$ cat src/hdl/pobd_pkg.sv
// Shared types, register codes and arithmetic helpers for the point to box distance core.
package pobd_pkg;

	localparam int CFG_IDX_W  = 3;
	localparam int CFG_DATA_W = 48;
	localparam int SQ_W       = 38;
	localparam int ROOT_W     = 19;
	localparam int FIFO_DEPTH = 4;
	localparam int FIFO_AW    = 2;

	localparam logic [CFG_IDX_W-1:0] REG_CENTER  = 3'd0;
	localparam logic [CFG_IDX_W-1:0] REG_AXIS_U  = 3'd1;
	localparam logic [CFG_IDX_W-1:0] REG_AXIS_V  = 3'd2;
	localparam logic [CFG_IDX_W-1:0] REG_AXIS_W  = 3'd3;
	localparam logic [CFG_IDX_W-1:0] REG_EXTENTS = 3'd4;

	localparam logic [CFG_DATA_W-1:0] RST_CENTER  = 48'h0000_0000_0000;
	localparam logic [CFG_DATA_W-1:0] RST_AXIS_U  = 48'h0000_0000_4000;
	localparam logic [CFG_DATA_W-1:0] RST_AXIS_V  = 48'h0000_4000_0000;
	localparam logic [CFG_DATA_W-1:0] RST_AXIS_W  = 48'h4000_0000_0000;
	localparam logic [CFG_DATA_W-1:0] RST_EXTENTS = 48'h0100_0100_0100;

	typedef logic signed [15:0] coord_t;
	typedef logic signed [16:0] diff_t;

	// word handed from front to back
	typedef struct packed {
		diff_t  dx;
		diff_t  dy;
		diff_t  dz;
		coord_t cx;
		coord_t cy;
		coord_t cz;
	} work_t;

	typedef struct packed {
		logic [CFG_DATA_W-1:0] axis_u;
		logic [CFG_DATA_W-1:0] axis_v;
		logic [CFG_DATA_W-1:0] axis_w;
		logic [CFG_DATA_W-1:0] extents;
	} box_cfg_t;

	typedef struct packed {
		logic [SQ_W-1:0] sq;
		coord_t          x;
		coord_t          y;
		coord_t          z;
	} result_t;

	function automatic coord_t field16(logic [CFG_DATA_W-1:0] r, int k);
		return coord_t'(r[16*k +: 16]);
	endfunction

	function automatic coord_t sat16(logic signed [21:0] v);
		if (v > 22'sd32767)
			return 16'sh7FFF;
		else if (v < -22'sd32768)
			return 16'sh8000;
		else
			return coord_t'(v);
	endfunction

	// coordinate plus time*vel rounded from Q12.20 to Q8.8, saturated
	function automatic coord_t move16(coord_t p, logic signed [32:0] prod);
		logic signed [33:0] r;
		logic signed [21:0] s;
		r = 34'(prod) + 34'sd2048;
		s = 22'(p) + 22'(r >>> 12);
		return sat16(s);
	endfunction

endpackage

$ cat src/hdl/pobd_fifo.sv
// Short queue of offset words between front and back.
module pobd_fifo (
	input  logic            clk,
	input  logic            arst_n,
	input  logic            push,
	input  pobd_pkg::work_t push_word,
	output logic            push_ready,
	input  logic            pop,
	output pobd_pkg::work_t pop_word,
	output logic            pop_valid
);
	import pobd_pkg::*;

	work_t              mem [FIFO_DEPTH];
	logic [FIFO_AW-1:0] wr_ptr_q, rd_ptr_q;
	logic [FIFO_AW:0]   count_q;
	logic               do_pop;

	assign push_ready = (count_q != FIFO_AW'(0) + (FIFO_AW+1)'(FIFO_DEPTH));
	assign pop_valid  = (count_q != '0);
	assign pop_word   = mem[rd_ptr_q];
	assign do_pop     = pop && pop_valid;

	always_ff @(posedge clk) begin
		if (push)
			mem[wr_ptr_q] <= push_word;
	end

	always_ff @(posedge clk or negedge arst_n) begin
		if (!arst_n) begin
			wr_ptr_q <= '0;
			rd_ptr_q <= '0;
			count_q  <= '0;
		end else begin
			if (push)
				wr_ptr_q <= wr_ptr_q + 1'b1;
			if (do_pop)
				rd_ptr_q <= rd_ptr_q + 1'b1;
			if (push && !do_pop)
				count_q <= count_q + 1'b1;
			else if (!push && do_pop)
				count_q <= count_q - 1'b1;
		end
	end

endmodule

$ cat config.mk
export PLATFORM = sky130hd
export DESIGN_NAME = pobd_fifo
export DESIGN_NICKNAME = d
export VERILOG_FILES = /design/src/hdl/pobd_pkg.sv /design/src/hdl/pobd_fifo.sv
export SDC_FILE = /design/constraint.sdc
export NUM_CORES = 1
export LEC_CHECK = 0
export ABC_AREA = 1
export BUFFER_PORTS_ARGS = -buffer_cell sky130_fd_sc_hd__buf_2
export CAP_MARGIN = 25
export CORE_ASPECT_RATIO = 1.25
export CORE_MARGIN = 10
export CORE_UTILIZATION = 59
export CTS_CLUSTER_DIAMETER = 50
export DETAILED_ROUTE_END_ITERATION = 8
export PLACE_DENSITY = 0.79
export SYNTH_ARGS = -nofsm -noshare
export SYNTH_HDL_FRONTEND = slang
export SYNTH_SLANG_ARGS = --single-unit
$ cat constraint.sdc
create_clock -name clk -period 7.3 [get_ports clk]
set_clock_uncertainty 0.2 [all_clocks]
set_input_delay 0 -clock clk [delete_from_list [all_inputs] [get_ports clk]]
set_output_delay 0 -clock clk [all_outputs]
set_load 0.01 [all_outputs]
# Word-level counts from Yosys, hierarchy flattened
# Memories as Yosys holds them, arrays and structs flattened.
# Index checks and enable logic that the tools add are counted.
# Widths: inputs -> output; s select.
# classes
reduce_logical,7
muxes,4
add_sub_neg,4
n_eq_ne,1
# ops
operator,n
$mux 3,2
$add 2x1->2 const B,2
$add 3x1->3 const B,1
$logic_and 1x1->1,3
$ne 3x3->1 const B,1
$reduce_bool 3->1,1
$sub 3x1->3 const B,1
$logic_not 1->1,2
$mux 1,2
$reduce_bool 2->1,1
# totals
mem_bits_rw,396
register_bits,7
n_memories,1
# memory_table
name,words,word_bits,rd,rd_clocked_by_memory_dff,wr,line_no,source
mem,4,99,1,0,1,pobd_fifo.sv:14,work_t mem [FIFO_DEPTH];

# Longest topological paths before layout
# Gate-level depths: netlist of the first run.
# logic_depth
ltp_word,5
mapped_depth,11

# Worst setup path after synthesis of the first run
# Ideal clock, no wire load.
# synth_timing
path_kind,flip-flop to flip-flop
startpoint,register wr_ptr_q[0]
endpoint,memory mem[2][0] in the netlist's numbering (enable)
period_less_slack_ps,3242
stages_incl_launch_ff,5
required_time_ps,6647
slack_ps,4058
t_arrival_ps,2589
setup_time_ps,453
path_cell_list,dfrtp_1 inv_1 ha_1 nand2_1 inv_1
# synth_lines
element,line_no,source
"start, declared",pobd_fifo.sv:15,"logic [FIFO_AW-1:0] wr_ptr_q, rd_ptr_q;"
"start signal, assigned",pobd_fifo.sv:36,wr_ptr_q <= wr_ptr_q + 1'b1;
"end, declared",pobd_fifo.sv:14,
# No word-level cell before the write port.

==> impl_metrics.py, run 1 <==
metrics = {
    "power_and_ir_drop": {
        "p_comb_frac": 0.330,
        "ir_drop_uv": 487,
        "leakagePower_nw": 7.92,
        "netSwitchingPower_mw": 2.61,
        "p_sw_frac": 0.347,
        "p_int_mw": 4.92,
        "power_frac_seq": 0.423,
        "p_per_area_nw_per_um2": 387,
        "clkPwrFrac": 0.248,
        "finalPower_mw": 7.53,
    },
    "critical_path": {
        "slowest_stage": "dfrtp_4",
        "cp-start-kind": "flip-flop",
        "end_kind": "output port",
        "max_stage_delay_ns": 0.74,
        "path_cells": "inv_4, buf_4, o211ai_1, nand2_1, buf_2",
        "path_buf_inv": 3,
        "cp_data_arrival_time_ns": 3.04,
        "cp_data_required_time_ns": 7.10,
        "cp_max_fo": 56,
        "path_class": "flip-flop to output port",
        "crit_family": "buffers and inverters",
    },
    "grt": {
        "grt_pass1_vias": 9969,
        "globalRouteMet1Util": 0.227,
        "track_usage": 0.192,
        "overflow": 0,
        "top_usage_layer": "met2",
        "grt_pass1_wl_um": 52900,
        "met2_usage": 0.346,
        "use_met3": 0.0375,
        "antenna_found_initial": 1,
        "grt_max_degree": 162,
    },
    "synth": {
        "ys_seq_area_frac": 0.755,
        "synth_top_area_frac": 0.744,
        "ys_ff_latch": 403,
        "yosys_warnings": 0,
        "syn_nets": 1318,
        "synth_area_leaders": "edfxtp_1 (74%), o211ai_1 (9.3%), nand2_1 (7.4%)",
        "synth_cell_type_count": 18,
        "syn_avg_cell_area_um2": 13.2,
        "syn_area_um2": 16000,
        "yosysTopAreaCell": "edfxtp_1",
        "syn_inst": 1209,
    },
    "detailed_routing": {
        "vias": 9983,
        "final_antenna_net_count": 0,
        "routed_via_density": 5.33,
        "drt_iter0_markers": 734,
        "finalWirelength_um": 33900,
        "first_pass_iters": 5,
        "drc": 0,
        "post_drt_wl_per_cell_um": 18.1,
    },
    "sta": {
        "rsz0062_at_grt": "no",
        "fin_crit_ns": 3.24,
        "post-route-period-util": 0.443,
        "finalSetupViolCount": 0,
        "timing.setup.tns_ns": 0,
        "slew_headroom": 0.438,
        "tightest_slew_ns": 0.843,
        "slew_viol_final": 0,
        "final-hold-violation-count": 0,
        "fmax_ghz": 0.309,
    },
    "cells_and_area": {
        "nets": 1609,
        "layout_commonest_cell": "edfxtp_1",
        "final_layout_size_suffix_gt1_frac": 0.178,
        "multi_input_area_um2": 2810,
        "most-common-layout-cells": "edfxtp_1 (396), nand2_1 (314), inv_1 (207)",
        "syn2layout_area_growth_pct": 21.9,
        "fillers": 1628,
        "final-seq-area_um2": 12100,
        "finalCoreUtilization": 0.729,
    },
    "place": {
        "port_buffers": 203,
        "routabilityCongestion": 0.752,
        "dp_hpwl_um": 18700,
    },
    "floorplanning": {
        "rows": 67,
        "core_area_um2": 26700,
        "dieWidth_um": 167,
        "start_util": 0.598,
        "die_h_um": 204,
        "die_area_um2": 34100,
        "io_pins": 204,
    },
    "worst_hold_path": {
        "holdCritPathClass": "input pin to flip-flop",
    },
    "clocking": {
        "clkLatencyLatePin_ns": 0.50,
        "cts_made_buffers": 38,
        "h-tree-depth": 2,
        "cts_root_buf": "clkbuf_16",
        "cts_tree": "yes",
        "cts_buffer_depth": 3,
        "clk_pin_slew_ns": 0.06,
        "cts_num_sinks": 403,
    },
    "status": {
        "outcome": "finished, final reports clean",
    },
    "flow_run": {
        "drv_cap": 0,
    },
}
## power groups by stage
stage / registers, mW / clock network [mW] / logic (mW)
floorplan: 3.18 / 0 / 1.59
CTS: 3.19 / 1.89 / 2.46
global route: 3.22 / 1.98 / 2.75
detailed placement: 3.23 / 0 / 2.41
global placement: 3.22 / 0 / 2.36
finish: 3.19 / 1.86 / 2.48
## final cells by class
type / count / share of cell area
clock buffers: 50 / 0.0559
flip-flops and latches: 403 / 0.619
diodes: 1 / 0.000128
multi-input cells: 528 / 0.144
clock inverters: 18 / 0.00539
well taps: 345 / 0.0222
inverters: 213 / 0.0421
repair buffers: 316 / 0.111
## stage by stage
step	cells	hold WS, ns	worst slack, ns	instance area [um2]
global route	1874	0.0276	3.90	19500
CTS	1871	0.0154	3.88	19400
global placement	1700	-0.357	4.47	17200
finish	1874	0.0350	4.06	19500
floorplan	1209	-0.496	4.06	16000
detailed placement	1700	-0.353	4.44	17200
## per-layer routing
layer	routed length [um]	up-vias
li1	-	4813
met1	13300	4798
met2	17800	306
met3	1930	66
met4	866	0
met5	0	-
## Yosys cell counts
cell / n
inv_1: 211
o21ai_0: 2
xor2_1: 1
buf_1: 1
xnor2_1: 1
buf_6: 4
fa_1: 1
nand3_1: 5
nand2_1: 314
inv_2: 2
edfxtp_1: 396
ha_1: 5
buf_4: 1
dfrtp_1: 7
clkbuf_1: 26
o211ai_1: 198
buf_2: 33
nand4_1: 1
## timing repair
action / 4_1_cts / 5_1_grt
hold endpoints to repair: 410 / 0
setup buffers: 0 / 0
gates resized for setup: 0 / 0
hold buffers: 103 / 0
## final timing paths
kind	from	end	slack, ns	depth (start not counted)
max in group asynchronous	arst_n	rd_ptr_q[1]	6.30	3
worst max-delay path	rd_ptr_q[1]	pop_word[19]	4.06	5
min in group asynchronous	arst_n	count_q[0]	0.31	3
worst min-delay path	push_word[19]	mem[3][19]	0.04	2
worst min register to register	wr_ptr_q[0]	wr_ptr_q[0]	0.34	1
worst max register to register	wr_ptr_q[0]	mem[2][26]	4.64	5
## registers in the layout (all words and copies together), names as in the netlist
signal    count
rd_ptr_q      2
count_q       3
mem         396
wr_ptr_q      2
## kinds of logic after synthesis
family	after synthesis	share of synthesized area
fa+ha+maj	6	0.00516
buf+inv	278	0.0699
flops	403	0.755
simple gates	320	0.0757
compound gates	200	0.0936
xor+xnor	2	0.00110
No activity file was read; power rests on OpenSTA's default activity.
==> run 2: changes to the inputs <==
ABC_AREA = 0   (was 1)
CORE_UTILIZATION = 57   (was 59)
PLACE_DENSITY = 0.77   (was 0.79)
clock period = 3.3 ns   (was 7.3 ns; I/O delays follow)
==> impl_metrics.py, run 2 <==
metrics = {
    "status": {
        "outcome": "finished, final reports clean",
    },
    "cells_and_area": {
        "biggestRegsByFlops": "mem x396, count_q x3",
        "fillers": 1428,
        "nets": 998,
        "largest_register_ff_count": 396,
        "layout_commonest_cell": "edfxtp_1",
        "final_layout_size_suffix_gt1_frac": 0.407,
        "regMostFlops": "mem",
        "most-common-layout-cells": "edfxtp_1 (396), buf_2 (203), dlygate4sd3_1 (103)",
        "syn2layout_area_growth_pct": 25.0,
    },
    "synth": {
        "synth_edf_count": 396,
        "syn_inst": 552,
        "syn_avg_cell_area_um2": 26.6,
        "synth.most_common_cell": "edfxtp_1",
        "ys_seq_area_frac": 0.821,
        "synth_common_cells": "edfxtp_1 (396), mux4_2 (99), buf_6 (10)",
        "syn_nets": 661,
        "yosysTopAreaCell": "edfxtp_1",
        "synth-main-ff-cell": "edfxtp_1",
        "ys_ff_latch": 403,
        "synth_cell_type_count": 19,
        "syn_area_um2": 14700,
        "synth_area_leaders": "edfxtp_1 (81%), mux4_2 (15%), dfrtp_1 (1.2%)",
        "synth_top_area_frac": 0.809,
        "async_flop_share": 0.0174,
        "yosys_warnings": 0,
    },
    "sta": {
        "fin_crit_ns": 2.69,
        "final-hold-violation-count": 0,
        "slew_viol_final": 0,
        "fmax_ghz": 0.372,
        "rsz0062_at_grt": "no",
        "tightest_slew_ns": 0.539,
        "timing.setup.tns_ns": 0,
        "slew_headroom": 0.641,
        "hold_slack_ns": 0.0260,
        "finalSetupViolCount": 0,
        "post-route-period-util": 0.815,
    },
    "grt": {
        "antenna_found_initial": 2,
        "overflow": 0,
        "track_usage": 0.187,
        "grt_pass1_wl_um": 46300,
        "grt_max_degree": 55,
        "grt_pass1_vias": 7847,
    },
    "clocking": {
        "cts_made_buffers": 38,
        "cts_hold_buf": 103,
        "h-tree-depth": 2,
        "cts_tree": "yes",
        "post_cts_buffers": 0,
        "cts_buffer_depth": 3,
        "post_cts_resized": 0,
        "cts_num_sinks": 403,
        "cts_root_buf": "clkbuf_16",
        "clkLatencyLatePin_ns": 0.52,
        "clk_pin_slew_ns": 0.06,
    },
    "critical_path": {
        "path_cells": "buf_12, mux4_2, buf_2",
        "cp-start-kind": "flip-flop",
        "cp_max_fo": 44,
        "cp_data_arrival_time_ns": 2.49,
        "end_kind": "output port",
        "cp_data_required_time_ns": 3.10,
        "max_stage_delay_ns": 0.77,
        "path_class": "flip-flop to output port",
        "slowest_stage": "dfrtp_4",
    },
    "floorplanning": {
        "start_util": 0.581,
        "dieWidth_um": 164,
        "core_area_um2": 25300,
        "die_h_um": 199,
        "rows": 65,
        "die_area_um2": 32600,
        "io_pins": 204,
    },
    "detailed_routing": {
        "first_pass_iters": 4,
        "finalWirelength_um": 30300,
        "vias": 6997,
        "post_drt_wl_per_cell_um": 24.2,
        "drc": 0,
        "drt_iter0_markers": 335,
        "final_antenna_net_count": 0,
        "routed_via_density": 5.58,
    },
    "power_and_ir_drop": {
        "ir_drop_uv": 677,
        "p_per_area_nw_per_um2": 852,
        "leakagePower_nw": 6.36,
    },
    "worst_hold_path": {
        "holdCritPathClass": "input pin to flip-flop",
    },
    "place": {
        "port_buffers": 203,
        "dp_hpwl_um": 18300,
        "routabilityCongestion": 0.734,
    },
    "flow_run": {
        "drv_cap": 0,
    },
}
==> run 2: kinds of logic after synthesis <==
family | count (synthesis) | share of synthesized area
xor+xnor | 6 | 0.00358
mux | 100 | 0.153
buf+inv | 25 | 0.0128
flops | 403 | 0.821
compound gates | 1 | 0.000340
simple gates | 11 | 0.00375
fa+ha+maj | 6 | 0.00562
==> run 2: through the flow <==
step | instance area [um2] | power, mW | util | worst slack (ns) | std cells
3_3_place_gp | 16200 | 11.5 | 0.639 | 1.09 | 1081
5_1_grt | 18400 | 16.4 | 0.726 | 0.437 | 1253
6_report | 18400 | 15.7 | 0.726 | 0.611 | 1253
4_1_cts | 18400 | 15.9 | 0.726 | 0.530 | 1251
3_5_place_dp | 16200 | 11.7 | 0.639 | 1.05 | 1081
2_1_floorplan | 14700 | 9.96 | - | 0.819 | 552
==> run 2: cell type report <==
cell class              count  area, um2  share of cell area
diodes                      2       5.00            0.000273
clock buffers              53       1090              0.0594
clock inverters            14       85.1             0.00463
inverters                   3       11.3            0.000613
multi-input cells         124       2450               0.133
flip-flops and latches    403      12100               0.657
well taps                 335        419              0.0228
repair buffers            319       2230               0.122
==> run 2: metal layers <==
metal  track usage  part of all wire
met5             0                 0
met4        0.0554             0.019
met3        0.0439             0.060
met2         0.339              0.56
met1         0.215              0.36
==> run 2: worst max-delay path, delay by kind of cell, from the launching register on <==
kind	cells	cell delay (ns)
buffers and inverters	2	0.56
DFF	1	0.77
muxes	1	0.56
==> run 2: power breakdown <==
part / switching, mW / total [mW] / internal (mW)
clock: 1.73 / 4.06 / 2.32
sequential: 0.421 / 7.12 / 6.70
combinational: 2.35 / 4.48 / 2.13
==> run 2: worst paths after layout <==
check / start / to / slack [ns] / cells past startpoint
worst max register to register: count_q[2] / count_q[2] / 0.95 / 8
worst min register to register: count_q[2] / count_q[2] / 0.31 / 1
worst min-delay path: push_word[97] / mem[2][97] / 0.03 / 2
worst max-delay path: rd_ptr_q[0] / pop_word[8] / 0.61 / 3
min in group asynchronous: arst_n / wr_ptr_q[0] / 0.26 / 3
max in group asynchronous: arst_n / rd_ptr_q[0] / 2.35 / 3
==> run 3: changes to the inputs <==
ABC_AREA = 1   (was 0)
CORE_UTILIZATION = 58   (was 57)
PLACE_DENSITY = 0.78   (was 0.77)
clock period = 2.7 ns   (was 3.3 ns; I/O delays follow)
==> impl_metrics.py, run 3 (synthesized netlist as in run 1, its figures left out) <==
metrics = {
    "place": {
        "port_buffers": 203,
        "post-place-ws_ns": 0.647,
        "routabilityCongestion": 0.728,
        "dp_hpwl_um": 19500,
    },
    "status": {
        "outcome": "finished, final reports clean",
    },
    "critical_path": {
        "max_stage_delay_ns": 0.48,
        "cp_data_required_time_ns": 2.50,
        "end_kind": "output port",
        "rr_startpoint": "count_q[0]",
        "cp-start-kind": "flip-flop",
        "crit_top_cell": "nand2_1",
        "cp_max_fo": 104,
        "crit_family": "buffers and inverters",
        "r2r_cells": 10,
        "slowest_stage": "inv_8",
        "cp_data_arrival_time_ns": 2.26,
        "reg2reg_slack_ns": 0.61,
        "reg2reg_to": "count_q[2]",
        "path_cells": "inv_8, buf_4, nand2_1, o211ai_1, nand2_1, buf_2",
        "path_buf_inv": 3,
        "path_class": "flip-flop to output port",
    },
    "cells_and_area": {
        "layout_commonest_cell": "edfxtp_1",
        "most-common-layout-cells": "edfxtp_1 (396), nand2_1 (310), inv_1 (205)",
        "biggestRegsByFlops": "mem x396, count_q x3",
        "nets": 1621,
        "largest_register_ff_count": 396,
        "fillers": 1663,
        "regMostFlops": "mem",
        "final_layout_size_suffix_gt1_frac": 0.190,
        "syn2layout_area_growth_pct": 23.1,
    },
    "grt": {
        "antenna_found_initial": 2,
        "grt_pass1_wl_um": 54300,
        "grt_max_degree": 105,
        "overflow": 0,
        "track_usage": 0.197,
        "grt_pass1_vias": 10351,
    },
    "detailed_routing": {
        "final_antenna_net_count": 0,
        "post_drt_wl_per_cell_um": 18.5,
        "vias": 10157,
        "drt_iter0_markers": 770,
        "drc": 0,
        "first_pass_iters": 5,
        "routed_via_density": 5.39,
        "finalWirelength_um": 34900,
    },
    "floorplanning": {
        "core_area_um2": 27000,
        "rows": 67,
        "die_area_um2": 34700,
        "io_pins": 204,
        "die_h_um": 206,
        "dieWidth_um": 169,
        "start_util": 0.592,
    },
    "clocking": {
        "clk_pin_slew_ns": 0.06,
        "cts_root_buf": "clkbuf_16",
        "cts_buffer_depth": 3,
        "h-tree-depth": 2,
        "cts_made_buffers": 38,
        "cts_tree": "yes",
        "cts_num_sinks": 403,
        "clkLatencyLatePin_ns": 0.50,
    },
    "power_and_ir_drop": {
        "ir_drop_uv": 759,
        "p_per_area_nw_per_um2": 1050,
        "leakagePower_nw": 7.97,
    },
    "worst_hold_path": {
        "holdPathStages": 2,
        "holdPathEnd": "mem[1][59]",
        "hp-start": "push_word[59]",
        "holdCritPathClass": "input pin to flip-flop",
    },
    "sta": {
        "fmax_ghz": 0.407,
        "fin_crit_ns": 2.46,
        "final-hold-violation-count": 0,
        "post-route-period-util": 0.911,
        "timing.setup.tns_ns": 0,
        "finalSetupViolCount": 0,
        "fin_ws_ns": 0.241,
        "slew_headroom": 0.588,
        "rsz0062_at_grt": "no",
        "tightest_slew_ns": 0.617,
        "slew_viol_final": 0,
    },
    "flow_run": {
        "drv_cap": 0,
    },
}
-- run 3: changes by cell type in the layout (fill, tap and decap cells not counted), moves of 6 or more --
cell | before | now
buf_4 | 6 | 12
inv_1 | 3 | 205
mux4_2 | 99 | 0
nand2_1 | 3 | 310
o211ai_1 | 0 | 198
-- run 3: metal layers --
layer	global-route usage	part of all wire	wire length (um)
met4	0.0710	0.028	985
met5	0	0	0
met1	0.231	0.37	13100
met3	0.0420	0.076	2640
met2	0.350	0.52	18200
-- run 3: final cells by class --
class                   instances  area [um2]  area share
diodes                          2        5.00    0.000254
flip-flops and latches        403       12100       0.613
well taps                     345         432      0.0219
clock inverters                18         141     0.00718
clock buffers                  47        1050      0.0533
inverters                     213         825      0.0419
multi-input cells             528        2830       0.144
repair buffers                328        2340       0.119
-- run 3: worst reg2reg max path: stages, from the launching register on --
cell and delay, ns:
dfrtp_1 0.43, inv_1 0.10, nand3_1 0.17, nand2_1 0.15
ha_1 0.17, inv_1 0.07, fa_1 0.40, nand2_1 0.11
nand3_1 0.08, nand2_1 0.06, nand2_1 0.05
-- run 3: report_power, final --
part,leakage [nW],switching [mW],total [mW],internal (mW)
sequential,3.72,0.299,8.48,8.18
combinational,3.66,4.72,7.10,2.38
clock,0.586,2.13,5.08,2.95
total,7.97,7.15,20.7,13.5
-- run 3: worst max-delay path by stage --
stage / from / end / slack, ns / depth (start not counted)
floorplan: wr_ptr_q[0] / mem[0][0] / -0.02 / 4
global placement: count_q[0] / count_q[2] / 0.76 / 10
detailed placement: count_q[0] / count_q[2] / 0.65 / 10
CTS: rd_ptr_q[0] / pop_word[19] / 0.23 / 6
global route: rd_ptr_q[0] / pop_word[18] / 0.08 / 6
finish: rd_ptr_q[0] / pop_word[18] / 0.24 / 6
-- run 3: stage by stage --
stage | hold WS, ns | cells | cell area, um2 | total power, mW | utilization
after detailed placement | -0.361 | 1714 | 17500 | 15.6 | 0.647
after global routing | 0.0359 | 1882 | 19700 | 21.9 | 0.729
after global placement | -0.358 | 1714 | 17500 | 15.4 | 0.647
after floorplan | -0.496 | 1209 | 16000 | 12.9 | -
after CTS | 0.0170 | 1882 | 19700 | 20.8 | 0.729
final | 0.0306 | 1884 | 19700 | 20.7 | 0.729
-- run 3: timing repair --
action / 4_1_cts / 5_1_grt
hold endpoints to repair: 410 / 0
resized for setup: 0 / 0
setup buffers: 0 / 0
hold buffers: 103 / 0
